File: config.mk
export PLATFORM = sky130hd
export DESIGN_NAME = nsc_back
export DESIGN_NICKNAME = d
export VERILOG_FILES = /design/src/nsc_pkg.sv /design/src/nsc_back.sv
export SDC_FILE = /design/constraint.sdc
export NUM_CORES = 1
export LEC_CHECK = 0
export BUFFER_PORTS_ARGS = -buffer_cell sky130_fd_sc_hd__buf_2
export CORE_MARGIN = 1
export CORE_UTILIZATION = 40
export CTS_CLUSTER_DIAMETER = 150
export CTS_CLUSTER_SIZE = 30
export DETAILED_ROUTE_END_ITERATION = 10
export MAX_ROUTING_LAYER = met4
export PLACE_DENSITY_LB_ADDON = 0.2
export SLEW_MARGIN = 30
export SYNTH_ARGS = -nofsm -noshare
export SYNTH_HDL_FRONTEND = slang
export SYNTH_SLANG_ARGS = --single-unit
File: constraint.sdc
create_clock -name clk -period 6.28 [get_ports clk]
set_input_delay 0.628 -clock clk [delete_from_list [all_inputs] [get_ports clk]]
set_output_delay 0.628 -clock clk [all_outputs]
set_load 0.05 [all_outputs]
File: src/nsc_pkg.sv
// Package for the sentence checker: word types, character and status codes, hex helper.
// No dependencies; used by every module of the block except nsc_queue.
`default_nettype none

package nsc_pkg;

    localparam int unsigned QUEUE_DEPTH = 2;
    localparam int unsigned CFG_INDEX_W = 8;
    localparam int unsigned CFG_DATA_W  = 16;

    localparam logic [CFG_INDEX_W-1:0] REG_TIMEOUT_TICKS = 8'd0;
    localparam logic [CFG_INDEX_W-1:0] REG_GARBAGE_LIMIT = 8'd1;

    localparam logic [15:0] TIMEOUT_RESET = 16'd10;
    localparam logic [7:0]  GARBAGE_RESET = 8'd100;

    localparam logic [7:0] CH_DOLLAR = 8'h24;
    localparam logic [7:0] CH_STAR   = 8'h2A;
    localparam logic [7:0] CH_CR     = 8'h0D;
    localparam logic [7:0] CH_LF     = 8'h0A;
    localparam logic [7:0] CH_C      = 8'h43;

    localparam logic OP_BYTE = 1'b0;
    localparam logic OP_TICK = 1'b1;

    localparam logic KIND_LINE    = 1'b0;
    localparam logic KIND_TIMEOUT = 1'b1;

    localparam logic [2:0] ST_OK          = 3'd0;
    localparam logic [2:0] ST_NO_DOLLAR   = 3'd1;
    localparam logic [2:0] ST_NO_STAR     = 3'd2;
    localparam logic [2:0] ST_MISMATCH    = 3'd3;
    localparam logic [2:0] ST_BAD_TERM    = 3'd4;

    typedef struct packed {
        logic       operation;
        logic [7:0] rx_byte;
    } in_word_t;

    typedef struct packed {
        logic       result_kind;
        logic [2:0] line_status;
        logic       compass_sentence;
        logic [7:0] computed_checksum;
        logic [7:0] invalid_run;
        logic       garbage_alarm;
    } out_word_t;

    typedef struct packed {
        logic       tick;
        logic       is_lf;
        logic       is_dollar;
        logic       is_star;
        logic       is_cr;
        logic       is_c;
        logic [7:0] data;
    } cls_word_t;

    function automatic logic [7:0] hex_digit(input logic [3:0] nib);
        logic [7:0] r;
        if (nib < 4'd10)
            r = 8'h30 + {4'd0, nib};
        else
            r = 8'h41 + {4'd0, nib} - 8'd10;
        return r;
    endfunction

endpackage

`default_nettype wire

File: src/nsc_back.sv
// Back end: line framing state, checksum, invalid-run counter, tick watchdog, config registers.
// Depends on nsc_pkg.
`default_nettype none

module nsc_back (
    input  wire                                  clk,
    input  wire                                  rst_n,
    input  wire                                  cfg_valid,
    input  wire [nsc_pkg::CFG_INDEX_W-1:0]       cfg_index,
    input  wire [nsc_pkg::CFG_DATA_W-1:0]        cfg_data,
    input  wire                                  take,
    input  wire nsc_pkg::cls_word_t              cls,
    output logic                                 res_valid,
    output nsc_pkg::out_word_t                   res
);

    localparam logic [2:0] PH_WAIT    = 3'd0;
    localparam logic [2:0] PH_FIRST   = 3'd1;
    localparam logic [2:0] PH_BODY    = 3'd2;
    localparam logic [2:0] PH_HEX_HI  = 3'd3;
    localparam logic [2:0] PH_HEX_LO  = 3'd4;
    localparam logic [2:0] PH_TERM    = 3'd5;
    localparam logic [2:0] PH_AFTERCR = 3'd6;
    localparam logic [2:0] PH_SKIP    = 3'd7;

    localparam logic [16:0] ElapsedMax = 17'h1FFFF;
    localparam logic [7:0]  RunMax     = 8'hFF;

    logic [15:0] timeout_reg;
    logic [7:0]  limit_reg;

    logic [2:0]  phase_reg, phase_next;
    logic [7:0]  xor_reg, xor_next;
    logic        first_c_reg, first_c_next;
    logic        mismatch_reg, mismatch_next;
    logic        term_bad_reg, term_bad_next;
    logic [7:0]  run_reg, run_next;
    logic [16:0] elapsed_reg, elapsed_next;
    logic        seen_reg, seen_next;
    logic        fired_reg, fired_next;
    logic [16:0] tick_limit;
    logic [2:0]  status;

    always_comb
    begin
        phase_next    = phase_reg;
        xor_next      = xor_reg;
        first_c_next  = first_c_reg;
        mismatch_next = mismatch_reg;
        term_bad_next = term_bad_reg;
        run_next      = run_reg;
        elapsed_next  = elapsed_reg;
        seen_next     = seen_reg;
        fired_next    = fired_reg;
        tick_limit    = seen_reg ? {1'b0, timeout_reg} : {timeout_reg, 1'b0};
        status        = nsc_pkg::ST_OK;
        res_valid     = 1'b0;
        res.result_kind       = nsc_pkg::KIND_LINE;
        res.line_status       = nsc_pkg::ST_OK;
        res.compass_sentence  = 1'b0;
        res.computed_checksum = 8'd0;

        if (take)
        begin
            if (cls.tick)
            begin
                if (timeout_reg != 16'd0 && !fired_reg)
                begin
                    if (elapsed_reg != ElapsedMax)
                        elapsed_next = elapsed_reg + 17'd1;
                    if (elapsed_next >= tick_limit)
                    begin
                        fired_next      = 1'b1;
                        res_valid       = 1'b1;
                        res.result_kind = nsc_pkg::KIND_TIMEOUT;
                    end
                end
            end
            else if (cls.is_lf)
            begin
                case (phase_reg)
                    PH_WAIT:            status = nsc_pkg::ST_NO_DOLLAR;
                    PH_FIRST, PH_BODY:  status = nsc_pkg::ST_NO_STAR;
                    PH_HEX_HI, PH_HEX_LO: status = nsc_pkg::ST_MISMATCH;
                    default:
                    begin
                        if (mismatch_reg)
                            status = nsc_pkg::ST_MISMATCH;
                        else if (term_bad_reg)
                            status = nsc_pkg::ST_BAD_TERM;
                        else
                            status = nsc_pkg::ST_OK;
                    end
                endcase
                if (status == nsc_pkg::ST_OK)
                begin
                    run_next     = 8'd0;
                    seen_next    = 1'b1;
                    elapsed_next = 17'd0;
                    fired_next   = 1'b0;
                    res.compass_sentence = first_c_reg;
                end
                else if (run_reg != RunMax)
                begin
                    run_next = run_reg + 8'd1;
                end
                res_valid             = 1'b1;
                res.line_status       = status;
                res.computed_checksum = (phase_reg == PH_WAIT) ? 8'd0 : xor_reg;
                phase_next    = PH_WAIT;
                xor_next      = 8'd0;
                first_c_next  = 1'b0;
                mismatch_next = 1'b0;
                term_bad_next = 1'b0;
            end
            else
            begin
                case (phase_reg)
                    PH_WAIT:
                    begin
                        if (cls.is_dollar)
                            phase_next = PH_FIRST;
                    end
                    PH_FIRST, PH_BODY:
                    begin
                        if (cls.is_star)
                        begin
                            phase_next = PH_HEX_HI;
                        end
                        else
                        begin
                            if (phase_reg == PH_FIRST && cls.is_c)
                                first_c_next = 1'b1;
                            xor_next   = xor_reg ^ cls.data;
                            phase_next = PH_BODY;
                        end
                    end
                    PH_HEX_HI:
                    begin
                        if (cls.data != nsc_pkg::hex_digit(xor_reg[7:4]))
                            mismatch_next = 1'b1;
                        phase_next = PH_HEX_LO;
                    end
                    PH_HEX_LO:
                    begin
                        if (cls.data != nsc_pkg::hex_digit(xor_reg[3:0]))
                            mismatch_next = 1'b1;
                        phase_next = PH_TERM;
                    end
                    PH_TERM:
                    begin
                        if (cls.is_cr)
                        begin
                            phase_next = PH_AFTERCR;
                        end
                        else
                        begin
                            term_bad_next = 1'b1;
                            phase_next    = PH_SKIP;
                        end
                    end
                    PH_AFTERCR:
                    begin
                        term_bad_next = 1'b1;
                        phase_next    = PH_SKIP;
                    end
                    default:
                    begin
                        phase_next = phase_reg;
                    end
                endcase
            end
        end

        res.invalid_run   = run_next;
        res.garbage_alarm = (run_next > limit_reg);
    end

    always_ff @(posedge clk or negedge rst_n)
    begin
        if (!rst_n)
        begin
            timeout_reg  <= nsc_pkg::TIMEOUT_RESET;
            limit_reg    <= nsc_pkg::GARBAGE_RESET;
            phase_reg    <= PH_WAIT;
            xor_reg      <= 8'd0;
            first_c_reg  <= 1'b0;
            mismatch_reg <= 1'b0;
            term_bad_reg <= 1'b0;
            run_reg      <= 8'd0;
            elapsed_reg  <= 17'd0;
            seen_reg     <= 1'b0;
            fired_reg    <= 1'b0;
        end
        else
        begin
            if (cfg_valid && cfg_index == nsc_pkg::REG_TIMEOUT_TICKS)
                timeout_reg <= cfg_data[15:0];
            if (cfg_valid && cfg_index == nsc_pkg::REG_GARBAGE_LIMIT)
                limit_reg <= cfg_data[7:0];
            phase_reg    <= phase_next;
            xor_reg      <= xor_next;
            first_c_reg  <= first_c_next;
            mismatch_reg <= mismatch_next;
            term_bad_reg <= term_bad_next;
            run_reg      <= run_next;
            elapsed_reg  <= elapsed_next;
            seen_reg     <= seen_next;
            fired_reg    <= fired_next;
        end
    end

endmodule

`default_nettype wire

==> Word level (Yosys, flattened, before mapping) <==
Cells that the tools add are included.
{ "classes": {"n_addsub": 8, "n_lt_le_gt_ge": 4, "eq_ne": 18, "n_mux": 65, "n_bitwise": 2, "n_reduce_logical": 26} }
{ "ops": {"columns": ["op", "n"], "rows": [
  ["17-bit 2-to-1 mux", 9],
  ["8-bit 2-to-1 mux", 19],
  ["12-bit 2-to-1 mux", 2],
  ["1-bit 2-to-1 mux", 23],
  ["3-bit 2-to-1 mux", 7],
  ["4-bit AND reduction", 5],
  ["3-bit one-hot mux with 6 select lines", 1],
  ["17-bit by 1-bit adder with 17-bit output (second input constant)", 1],
  ["17-bit greater-or-equal comparator", 1],
  ["17-bit inequality test (second input constant)", 1],
  ["7-bit by 4-bit adder with 8-bit output (first input constant)", 2],
  ["8-bit inequality test", 2],
  ["16-bit nonzero test", 1],
  ["8-bit by 4-bit subtractor with 8-bit output (second input constant)", 2],
  ["5-bit AND reduction", 3],
  ["6-bit by 4-bit adder with 7-bit output (first input constant)", 2],
  ["13-bit 2-to-1 mux", 1],
  ["3-bit inequality test (second input constant)", 4],
  ["3-bit == test (second input constant)", 3],
  ["3-bit one-hot mux with 3 select lines", 1],
  ["8-bit by 1-bit adder with 8-bit output (second input constant)", 1],
  ["8-bit by 1-bit == test with 1-bit output (second input constant)", 1],
  ["8-bit > comparator", 1],
  ["8-bit zero test", 1],
  ["15 further kinds", 29]
]} }
{ "word_totals": {"ff_bits": 65, "out_inout_bits": 23, "word_cells": 134} }

==> Longest topological paths before layout <==
Gate-level depths: netlist (run 1).
{ "depth": {"word_depth": 12, "ltp_mapped": 12, "mapped_depth_nobuf": 11} }

==> Worst setup path before layout (run 1) <==
Ideal clock, no wire load.
{ "synth_path": {"path_type": "input to output", "startpoint": "in take", "endpoint": "out res[0] in the netlist's numbering", "arrival_ns": 4.222, "required_time_ns": 5.652, "setup_slack_ns": 1.430, "path_stages": 10, "path_cell_list": "nor2b_1 -> and2_0 -> clkbuf_1 -> a21oi_1 -> a311oi_1 -> ha_1 -> and3_1 -> nand4_1 -> o21ai_0 -> a21oi_1"} }
{ "synth_rtl": {"columns": ["element", "line", "rtl"], "rows": [
  ["from (decl)", "nsc_back.sv:11", "input wire take,"],
  ["to (decl)", "nsc_back.sv:14", "output nsc_pkg::out_word_t res"]
]} }

==> Final worst setup path (run 1) <==
{ "layout_path": {"startpoint": "reg elapsed_reg[0]", "endpoint": "out res_valid"} }
{ "layout_between": {"elab_chain_cells": 10, "elab_cells_between_ends": 11, "classes_between": "add/sub: 1; order compare: 1; eq/ne: 1; mux: 8"} }
{ "layout_lines": {"columns": ["element", "line", "rtl"], "rows": [
  ["from (decl)", "nsc_back.sv:38", "logic [16:0] elapsed_reg, elapsed_next;"],
  ["from (signal assigned)", "nsc_back.sv:207", "elapsed_reg <= elapsed_next;"],
  ["17-bit by 1-bit adder with 17-bit output / 17-bit inequality test (equally long branches)", "nsc_back.sv:70, nsc_back.sv:69", null],
  ["17-bit 2-to-1 mux *", "nsc_back.sv:69", "if (elapsed_reg != ElapsedMax)"],
  ["17-bit 2-to-1 mux *", "nsc_back.sv:67", "if (timeout_reg != 16'd0 && !fired_reg)"],
  ["17-bit 2-to-1 mux *", "nsc_back.sv:65", "if (cls.tick)"],
  ["17-bit 2-to-1 mux *", "nsc_back.sv:63", "if (take)"],
  ["17-bit greater-or-equal comparator *", "nsc_back.sv:71", "if (elapsed_next >= tick_limit)"],
  ["1-bit 2-to-1 mux *", "nsc_back.sv:71", null],
  ["1-bit 2-to-1 mux *", "nsc_back.sv:67", null],
  ["1-bit 2-to-1 mux *", "nsc_back.sv:65", null],
  ["1-bit 2-to-1 mux *", "nsc_back.sv:63", null],
  ["to (decl)", "nsc_back.sv:13", "output logic res_valid,"]
]} }
Every way passes the cells marked *; elsewhere a longest branch is shown, timed or not. The select of a mux whose other input is x is not followed.

==> qor.csv, run 1 <==
metric,value,unit
xor/xnor share of the synthesized area,6.164,%
most frequent cells after synthesis,"60 x dfrtp_1, 39 x nor2_1, 34 x nand2_1",
nets,612,
vias per cell,5.493,
Fillers,1047,
CTS Buffer Depth,2,
"Cell Area, Synth",4547,um2
Slew @ Worst Pin,0.8252,ns
CTS tree,built,
Max-Cap Viols,0,
via count,3768,
max reg flops,17,
reg2reg path depth,11,
flop2flop setup slack,2.92,ns
Cells after Synth,482,
vias in the first global route,3634,
htree depth,3,
top cell type by total area after synthesis,dfrtp_1,
mux contribution to synthesized area,10.62,%
grt total ovfl,0,
cell repeated most along the worst path,ha_1,
Synth top area share,33.02,%
Worst Hold Class,in2async,
Skew-Pair Late Insertion Delay,0.33,ns
post-placement cell area,4987,um2
Clock Skew,0.003629,ns
Pwr Total,1.797,mW
CP max-delay cell,or4_4,
Syn Nets,553,
static leakage,2.380,nW
All-Layer GR Usage,19.52,%
largest net degree at the start of global routing,66,
Final Hold Fails,0,
hpwl dp,7872,um
number of setup buffers added after CTS,0,
full die area,11800,um2
simple-gate share of the synthesized area,22.21,%
Worst EP required,5.65,ns
Placement Setup Slack,2.202,ns
final std cells w/o fill,686,
Reg-to-Reg Start,elapsed_reg[0],
CP Cell Sequence,ha_1 -> nand4_2 -> or4_4 -> o2111ai_2 -> xnor2_1 -> ha_1 -> and4_1 -> a221oi_1 -> o21ai_0 -> o211ai_1 -> nand3_1 -> buf_2,
Post-synth EDFFs,0,
final worst path period share,70.40,%
status,"complete, no violations",
num ports,65,
WL final,10450,um
Initial Util,41.58,%
Yosys warnings,0,
CTS sink count,65,
"FF+latch count, synth",65,
final hold slack,0.4832,ns
sequential share of the synthesized area,35.91,%
max_slew headroom,44.99,%
PnR worst setup slack,1.859,ns
worst stage delay on the critical path,0.59,ns
CTS buffer count,9,
post-synth cell types,62,
Async SR Flop Fraction,100.0,%
Placer Congestion,0.8543,
setup TNS,0,ns
Setup-failing EPs final,0,
most frequent cell after synthesis,dfrtp_1,
share of cells above drive strength 1,24.54,%
drt first-iter violations,178,
Max rail drop VDD,0.3661,mV
adder-cell area share of the yosys netlist,8.200,%
FP Rows,38,
Die Y,108.6,um
Period minus WS final,4.421,ns
CP endpoint kind,output pin,
largest family of logic cells by synthesized area,simple AND/OR/NAND/NOR gates,
number of port buffers,64,
Slew Limit Fails,0,
DRC errors left,0,
Synth Area in Compound Gates,13.37,%
final core utilization,48.63,%
Final Cell Area,5318,um2
initial antenna violation count,0,
DR WL/cell,15.23,um
Syn Area/Cell,9.433,um2
Die X,108.6,um
# hold bufs at CTS,0,
DR pass1 iterations,6,
synthesis-to-finish area growth,16.95,%
Worst-path clk slew,0.06,ns
Root Buffer,clkbuf_16,
CP Launch Type,flop,
core area,10940,um2
Area contributors post-synth,"dfrtp_1 33%, ha_1 8.0%, mux2_2 6.4%",
diode count,0,
main flop type after synthesis,dfrtp_1,
cell area power density,337.9,nW/um2
crit path DAT,3.79,ns
"CP delay by family, top",simple AND/OR/NAND/NOR gates,
first-pass GRT wire length,17440,um
Worst R2R End,fired_reg,
post-CTS sizing,0,
Peak Freq,226.2,MHz
CP Class,reg2out,
RSZ-0062 raised after global routing,false,
WP buf/inv,1,
critical path peak fanout,8,
placed cell count,670,
ANT nets after route,0,
[layer usage]
layer  vias up  routed length (um)  track usage, %
met3         6                 416           3.885
li1       1868                   -               -
met5         -                   0               -
met1      1821                4915           24.44
met2        73                5039           32.10
met4         0                  76           5.309
[cells in the final DEF (no fill, tap or decap), types with 3 or more instances in the layout]
master	instances
a21o_1	5
nor2b_1	7
clkbuf_16	9
nand4_1	8
nand2_1	34
nand3_1	11
a21oi_1	26
xnor2_1	16
o21ai_0	15
a31oi_1	4
dfstp_2	5
and4b_1	3
inv_1	20
and4_1	4
buf_2	64
o21a_1	5
mux2i_1	19
nand2b_1	7
buf_4	4
nand3b_1	4
and2_1	11
nor3_1	13
ha_1	29
or2_2	5
or3_1	4
or4_1	5
o211ai_1	7
and3_1	10
nor2_1	39
xor2_1	16
mux2_2	26
clkinvlp_4	3
dfrtp_1	60
nor4_1	8
[power by group]
| part | internal [mW] | switching [mW] | leakage (nW) |
|---|---|---|---|
| Clock | 0.359 | 0.190 | 0.151 |
| Sequential | 0.499 | 0.135 | 0.840 |
| Combinational | 0.253 | 0.361 | 1.39 |
[cell families after synthesis]
kind of cell | Yosys count
compound gates | 86
xor+xnor | 32
fa+ha+maj | 30
buf+inv | 40
flops | 65
mux | 45
simple gates | 184
[worst reg2reg max path, delay by kind of cell, from the launching register on]
family / cells / cell delay (ns)
simple gates: 4 / 1.06
flops: 1 / 0.43
fa+ha+maj: 2 / 0.57
xor+xnor: 1 / 0.15
compound gates: 4 / 0.99
[worst max path at each step]
stage	from	endpoint	depth (start not counted)
global route	elapsed_reg[0]	res_valid	12
floorplan	take	res[0]	10
detailed placement	cls[13]	res[0]	11
CTS	elapsed_reg[0]	res_valid	12
finish	elapsed_reg[0]	res_valid	12
global placement	elapsed_reg[0]	res_valid	12
[cell type report]
type                       instances  area, um2  area share [%]
sequential                        65       1633           30.71
clock buffer                      10      239.0           4.494
timing repair buffer              68      350.3           6.588
clock inverter                     6      91.34           1.718
inverter                          20      75.07           1.412
tap                              140      175.2           3.294
multi-input combinational        377       2754           51.79
Note: power is estimated with default switching activity, not from simulation.
==> inputs of run 2 (changes only) <==
==> constraint.sdc (replaced) <==
create_clock -name clk -period 4.3 [get_ports clk]
set_input_delay 0.43 -clock clk [delete_from_list [all_inputs] [get_ports clk]]
set_output_delay 0.43 -clock clk [all_outputs]
set_load 0.05 [all_outputs]
==> run 2 against run 1 <==
Net effect:
- sequential share of layout area fell by 0.53 points
- largest power group unchanged
- largest cell class unchanged
- sequential power rose by 46%
- sequential cell count did not move
==> qor.csv, run 2 (same netlist as run 1, synthesis figures left out) <==
metric,value,unit,change
critical path peak fanout,8,,unchanged
diode count,0,,unchanged
WL final,10490,um,was 10450 um
largest net degree at the start of global routing,37,,was 66
core area,10940,um2,unchanged
Fillers,1064,,was 1047
number of port buffers,64,,unchanged
Placement Setup Slack,0.4511,ns,was 2.202 ns
Clock Skew,0.007596,ns,was 0.003629 ns
drt first-iter violations,119,,was 178
status,"complete, no violations",,unchanged
CTS tree,built,,unchanged
Skew-Pair Late Insertion Delay,0.33,ns,about the same
DRC errors left,0,,unchanged
Max-Cap Viols,0,,unchanged
CTS Buffer Depth,2,,unchanged
Peak Freq,245.2,MHz,
CP endpoint kind,output pin,,unchanged
vias per cell,5.489,,was 5.493
Sequential cell area,1633,um2,unchanged
Initial Util,41.58,%,unchanged
Die Y,108.6,um,unchanged
Period minus WS final,4.078,ns,
PnR worst setup slack,0.2216,ns,was 1.859 ns
Root Buffer,clkbuf_16,,unchanged
static leakage,2.438,nW,was 2.380 nW
htree depth,3,,unchanged
CTS sink count,65,,unchanged
vias in the first global route,3677,,was 3634
CTS buffer count,9,,unchanged
hpwl dp,7793,um,was 7872 um
via count,3793,,was 3768
multi-input logic area,2763,um2,was 2754 um2
"commonest non-fill, non-tap cell in the layout",buf_2,,unchanged
Slew @ Worst Pin,0.7645,ns,was 0.8252 ns
CP Class,reg2out,,unchanged
Die X,108.6,um,unchanged
ANT nets after route,0,,unchanged
full die area,11800,um2,unchanged
Worst-path clk slew,0.06,ns,about the same
final worst path period share,94.85,%,
Placer Congestion,0.8601,,was 0.8543
Worst Hold Class,in2async,,unchanged
first-pass GRT wire length,17600,um,was 17440 um
Slew Limit Fails,0,,unchanged
FP Rows,38,,unchanged
grt total ovfl,0,,unchanged
crit path DAT,3.65,ns,was 3.79 ns
synthesis-to-finish area growth,19.01,%,was 16.95%
max_slew headroom,49.04,%,was 44.99%
Setup crit start,elapsed_reg[0],,unchanged
# hold bufs at CTS,0,,unchanged
Reg-to-Reg Start,elapsed_reg[0],,unchanged
Max rail drop VDD,0.3663,mV,was 0.3661 mV
max reg flops,17,,unchanged
CP Launch Type,flop,,unchanged
cell area power density,509.1,nW/um2,was 337.9 nW/um2
initial antenna violation count,0,,unchanged
All-Layer GR Usage,19.74,%,was 19.52%
share of cells above drive strength 1,25.59,%,was 24.54%
Final Hold Fails,0,,unchanged
num ports,65,,unchanged
Worst EP required,3.87,ns,was 5.65 ns
DR WL/cell,15.18,um,was 15.23 um
nets,617,,was 612
Setup-failing EPs final,0,,unchanged
most frequent cells in the layout,"64 x buf_2, 60 x dfrtp_1, 39 x nor2_1, 34 x nand2_1, 28 x ha_1",,"was 64 x buf_2, 60 x dfrtp_1, 39 x nor2_1, 34 x nand2_1, 29 x ha_1"
DR pass1 iterations,4,,was 6
setup TNS,0,ns,unchanged
-- run 2: critical path: stages (launching register included) --
cell and delay, ns:
dfrtp_1 0.43, ha_2 0.28, nand4_2 0.14, or4_4 0.60, o2111ai_2 0.25, xnor2_1 0.16, ha_1 0.26, and4_1 0.19
a221oi_1 0.24, o21ai_0 0.13, o211ai_1 0.19, buf_4 0.16, nand3_1 0.07, buf_2 0.22
-- run 2: worst paths after layout --
| kind | end | slack [ns] | depth (start not counted) |
|---|---|---|---|
| hold / removal | timeout_reg[15] | 0.12 | 1 |
| setup / recovery | res_valid | 0.22 | 13 |
| max in group asynchronous | xor_reg[6] | 3.24 | 2 |
| setup reg to reg | fired_reg | 1.08 | 12 |
| hold reg to reg | first_c_reg | 0.49 | 2 |
| min in group clk | timeout_reg[15] | 0.33 | 2 |
-- run 2: final cells by class --
type                    instances  area share, %
clock buffers                  11          4.671
multi-input cells             377          51.05
well taps                     140          3.237
flip-flops and latches         65          30.17
inverters                      20          1.387
repair buffers                 73          7.168
clock inverters                 5          2.312
-- run 2: power breakdown --
group / internal (mW) / switching (mW) / total, mW
clock: 0.655 / 0.265 / 0.921
sequential: 0.729 / 0.199 / 0.928
combinational: 0.380 / 0.526 / 0.906
-- run 2: metrics by stage --
stage / util (%) / instances / hold slack (ns) / area (um2) / power (mW)
floorplan: - / 482 / 0.1344 / 4553 / 1.594
global placement: 45.94 / 674 / 0.4715 / 5024 / 1.809
detailed placement: 45.94 / 674 / 0.4816 / 5024 / 1.835
CTS: 49.39 / 690 / 0.1374 / 5401 / 2.771
global route: 49.49 / 691 / 0.1645 / 5411 / 2.927
finish: 49.49 / 691 / 0.1187 / 5411 / 2.755
-- run 2: timing repair --
action | 4_1_cts | 5_1_grt
resized for setup | 0 | 1
setup buffers | 0 | 1
endpoints found under the setup margin | 0 | 2
-- run 2: per-layer routing --
layer	GRT usage, %	routed length (um)	vias to the layer above
met3	2.630	411	12
met4	7.143	155	0
met5	-	0	-
li1	-	-	1879
met2	32.05	5000	82
met1	25.20	4920	1820
==> inputs of run 3 (changes only) <==
--- a/config.mk
+++ b/config.mk
@@ -5,12 +5,13 @@
 export SDC_FILE = /design/constraint.sdc
 export NUM_CORES = 1
 export LEC_CHECK = 0
-export BUFFER_PORTS_ARGS = -buffer_cell sky130_fd_sc_hd__buf_2
+export CORE_ASPECT_RATIO = 0.5
 export CORE_MARGIN = 1
 export CORE_UTILIZATION = 40
 export CTS_CLUSTER_DIAMETER = 150
 export CTS_CLUSTER_SIZE = 30
 export DETAILED_ROUTE_END_ITERATION = 10
+export DONT_BUFFER_PORTS = 1
 export MAX_ROUTING_LAYER = met4
 export PLACE_DENSITY_LB_ADDON = 0.2
 export SLEW_MARGIN = 30
==> run 3 against run 2 <==
Net effect:
- the run now ends with design-rule violations left
- utilization decreased by 2.7 points
- non-clock buffer count is 53 lower
- setup slack better by 0.072 ns
- routed wire length is 0.86% lower
- count of clock-buffer cells in the layout unchanged
- die area is 0.22% higher
- worst hold slack improved by 0.082 ns
- critical path type unchanged
==> qor.csv, run 3 (same netlist as run 1, synthesis figures left out) <==
metric,value,unit,change
metal3 WL,524,um,was 411 um
cell area power density,497.3,nW/um2,was 509.1 nW/um2
switch share,38.63,%,was 35.96%
max reg flops,17,,unchanged
Logic pwr share,35.0,%,was 32.9%
ANT nets after route,0,,unchanged
grt total ovfl,0,,unchanged
DRC errors left,6,,was 0
vias in the first global route,3431,,was 3677
CTS buffer count,9,,unchanged
critical path peak fanout,8,,unchanged
hold path startpoint,cls[12],,
drt first-iter violations,191,,was 119
final hold slack,0.2003,ns,was 0.1187 ns
Pint,1.573,mW,was 1.764 mW
Die X,152.8,um,was 108.6 um
first-pass GRT wire length,17250,um,was 17600 um
DR top layer,met4,,unchanged
Worst-path clk slew,0.06,ns,about the same
DR WL/cell,16.17,um,was 15.18 um
placed cell count,625,,was 674
CP Launch Type,flop,,unchanged
Slew @ Worst Pin,0.8834,ns,was 0.7645 ns
DR pass1 iterations,7,,was 4
failing checks,design-rule violations,,
max_slew headroom,40.79,%,was 49.04%
most frequent cells in the layout,"60 x dfrtp_1, 39 x nor2_1, 33 x nand2_1, 28 x ha_1, 26 x mux2_2",,"was 64 x buf_2, 60 x dfrtp_1, 39 x nor2_1, 34 x nand2_1, 28 x ha_1"
Reg-to-Reg Start,elapsed_reg[0],,unchanged
full die area,11820,um2,was 11800 um2
RSZ-0062 raised after global routing,false,,
status,"finished, violations left",,"was complete, no violations"
largest net degree at the start of global routing,66,,was 37
Final Cell Area,5154,um2,was 5411 um2
FP Rows,27,,was 38
Hold Path Sink,phase_reg[0],,
CP endpoint kind,output pin,,unchanged
Switch Pwr,0.9899,mW,was 0.9905 mW
flop2flop setup slack,1.12,ns,was 1.08 ns
Worst EP required,3.87,ns,about the same
reg2reg path depth,11,,was 12
Worst Hold Class,in2reg,,was in2async
Placer Congestion,0.8394,,was 0.8601
CTS sink count,65,,unchanged
via count,3511,,was 3793
All-Layer GR Usage,19.02,%,was 19.74%
register share of total power,36.2,%,was 33.7%
htree depth,3,,unchanged
"commonest non-fill, non-tap cell in the layout",dfrtp_1,,was buf_2
final worst path period share,93.17,%,was 94.85%
Max-Cap Viols,0,,unchanged
Max rail drop VDD,0.1812,mV,was 0.3663 mV
Metal-1 WL,5234,um,was 4920 um
Pwr Total,2.563,mW,was 2.755 mW
post-placement cell area,4813,um2,was 5024 um2
num ports,65,,unchanged
number of setup buffers added after CTS,0,,unchanged
clock network power share,28.8,%,was 33.4%
diode count,0,,unchanged
share of cells above drive strength 1,18.67,%,was 25.59%
Slew Limit Fails,0,,unchanged
Setup-failing EPs final,0,,unchanged
crit path DAT,3.58,ns,was 3.65 ns
Die Y,77.39,um,was 108.6 um
setup TNS,0,ns,unchanged
core area,11010,um2,was 10940 um2
Fillers,1046,,was 1064
Met2 Wirelength,4564,um,was 5000 um
CP Class,reg2out,,unchanged
Worst R2R End,fired_reg,,unchanged
synthesis-to-finish area growth,13.35,%,was 19.01%
hpwl dp,7663,um,was 7793 um
Final Hold Fails,0,,unchanged
number of port buffers,0,,was 64
final std cells w/o fill,643,,was 691
Initial Util,41.29,%,was 41.58%
WL final,10400,um,was 10490 um
CTS Buffer Depth,2,,unchanged
vias per cell,5.460,,was 5.489
CTS tree,built,,unchanged
Root Buffer,clkbuf_16,,unchanged
initial antenna violation count,0,,unchanged
Period minus WS final,4.006,ns,was 4.078 ns
nets,564,,was 617
Peak Freq,249.6,MHz,was 245.2 MHz
Clock Skew,0.01082,ns,was 0.007596 ns
hold depth,1,,
Skew-Pair Late Insertion Delay,0.33,ns,about the same
static leakage,2.178,nW,was 2.438 nW
## run 3: cell count changes in the layout (fill, tap and decap cells not counted), moves of 2 or more
cell        change
buf_2          -64
buf_4           +9
bufinv_16       -3
clkinvlp_4      +2
nor3_1          -5
nor3_2          +5
## run 3: worst max-delay path by stage
stage | slack [ns] | start | cells past startpoint | end
2_1_floorplan | 0.07 | take | 10 | res[0]
3_3_place_gp | 0.54 | elapsed_reg[0] | 11 | res[21]
3_5_place_dp | 0.48 | elapsed_reg[0] | 11 | res[21]
4_1_cts | 0.13 | elapsed_reg[0] | 11 | res[21]
5_1_grt | 0.02 | elapsed_reg[0] | 12 | res_valid
6_report | 0.29 | elapsed_reg[0] | 12 | res_valid
## run 3: cell type report
type / count / area, um2 / share of cell area, %
Multi-Input combinational cell: 377 / 2794 / 54.21
Sequential cell: 65 / 1633 / 31.68
Clock buffer: 11 / 242.7 / 4.710
Tap cell: 145 / 181.4 / 3.520
Timing Repair Buffer: 20 / 172.7 / 3.350
Inverter: 20 / 75.07 / 1.457
Clock inverter: 5 / 55.05 / 1.068
## run 3: per-stage QoR
stage	util, %	setup WS (ns)
after floorplan	-	0.06943
after global placement	43.67	0.5361
after detailed placement	43.71	0.4795
after CTS	46.75	0.1280
after global routing	46.80	0.01736
final	46.80	0.2936
## run 3: what timing repair did
item	CTS	global route
hold buffers	2	0
gates resized for setup	0	2
setup endpoints to repair	0	2
endpoints found under the hold margin	65	0
## run 3: power by group through the flow
| stage | registers [mW] | logic, mW | clock network, mW |
|---|---|---|---|
| 4_1_cts | 0.922 | 0.903 | 0.752 |
| 3_3_place_gp | 0.929 | 0.872 | 0 |
| 2_1_floorplan | 0.834 | 0.760 | 0 |
| 6_report | 0.928 | 0.898 | 0.737 |
| 3_5_place_dp | 0.933 | 0.879 | 0 |
| 5_1_grt | 0.953 | 1.01 | 0.783 |
## run 3: routing by layer
metal	up-vias	track usage, %
li1	1766	-
met1	1681	25.12
met2	57	28.90
met3	7	5.642
met4	0	3.939
met5	-	-
## run 3: critical path, stage by stage, from the launching register on
cell,delay (ns)
dfrtp_1,0.44
ha_2,0.28
nand4_2,0.12
or4_4,0.53
o2111ai_2,0.26
xnor2_1,0.16
ha_1,0.26
and4_1,0.19
a221oi_1,0.26
o21ai_0,0.13
o211ai_1,0.30
nand3_1,0.11
buf_4,0.20
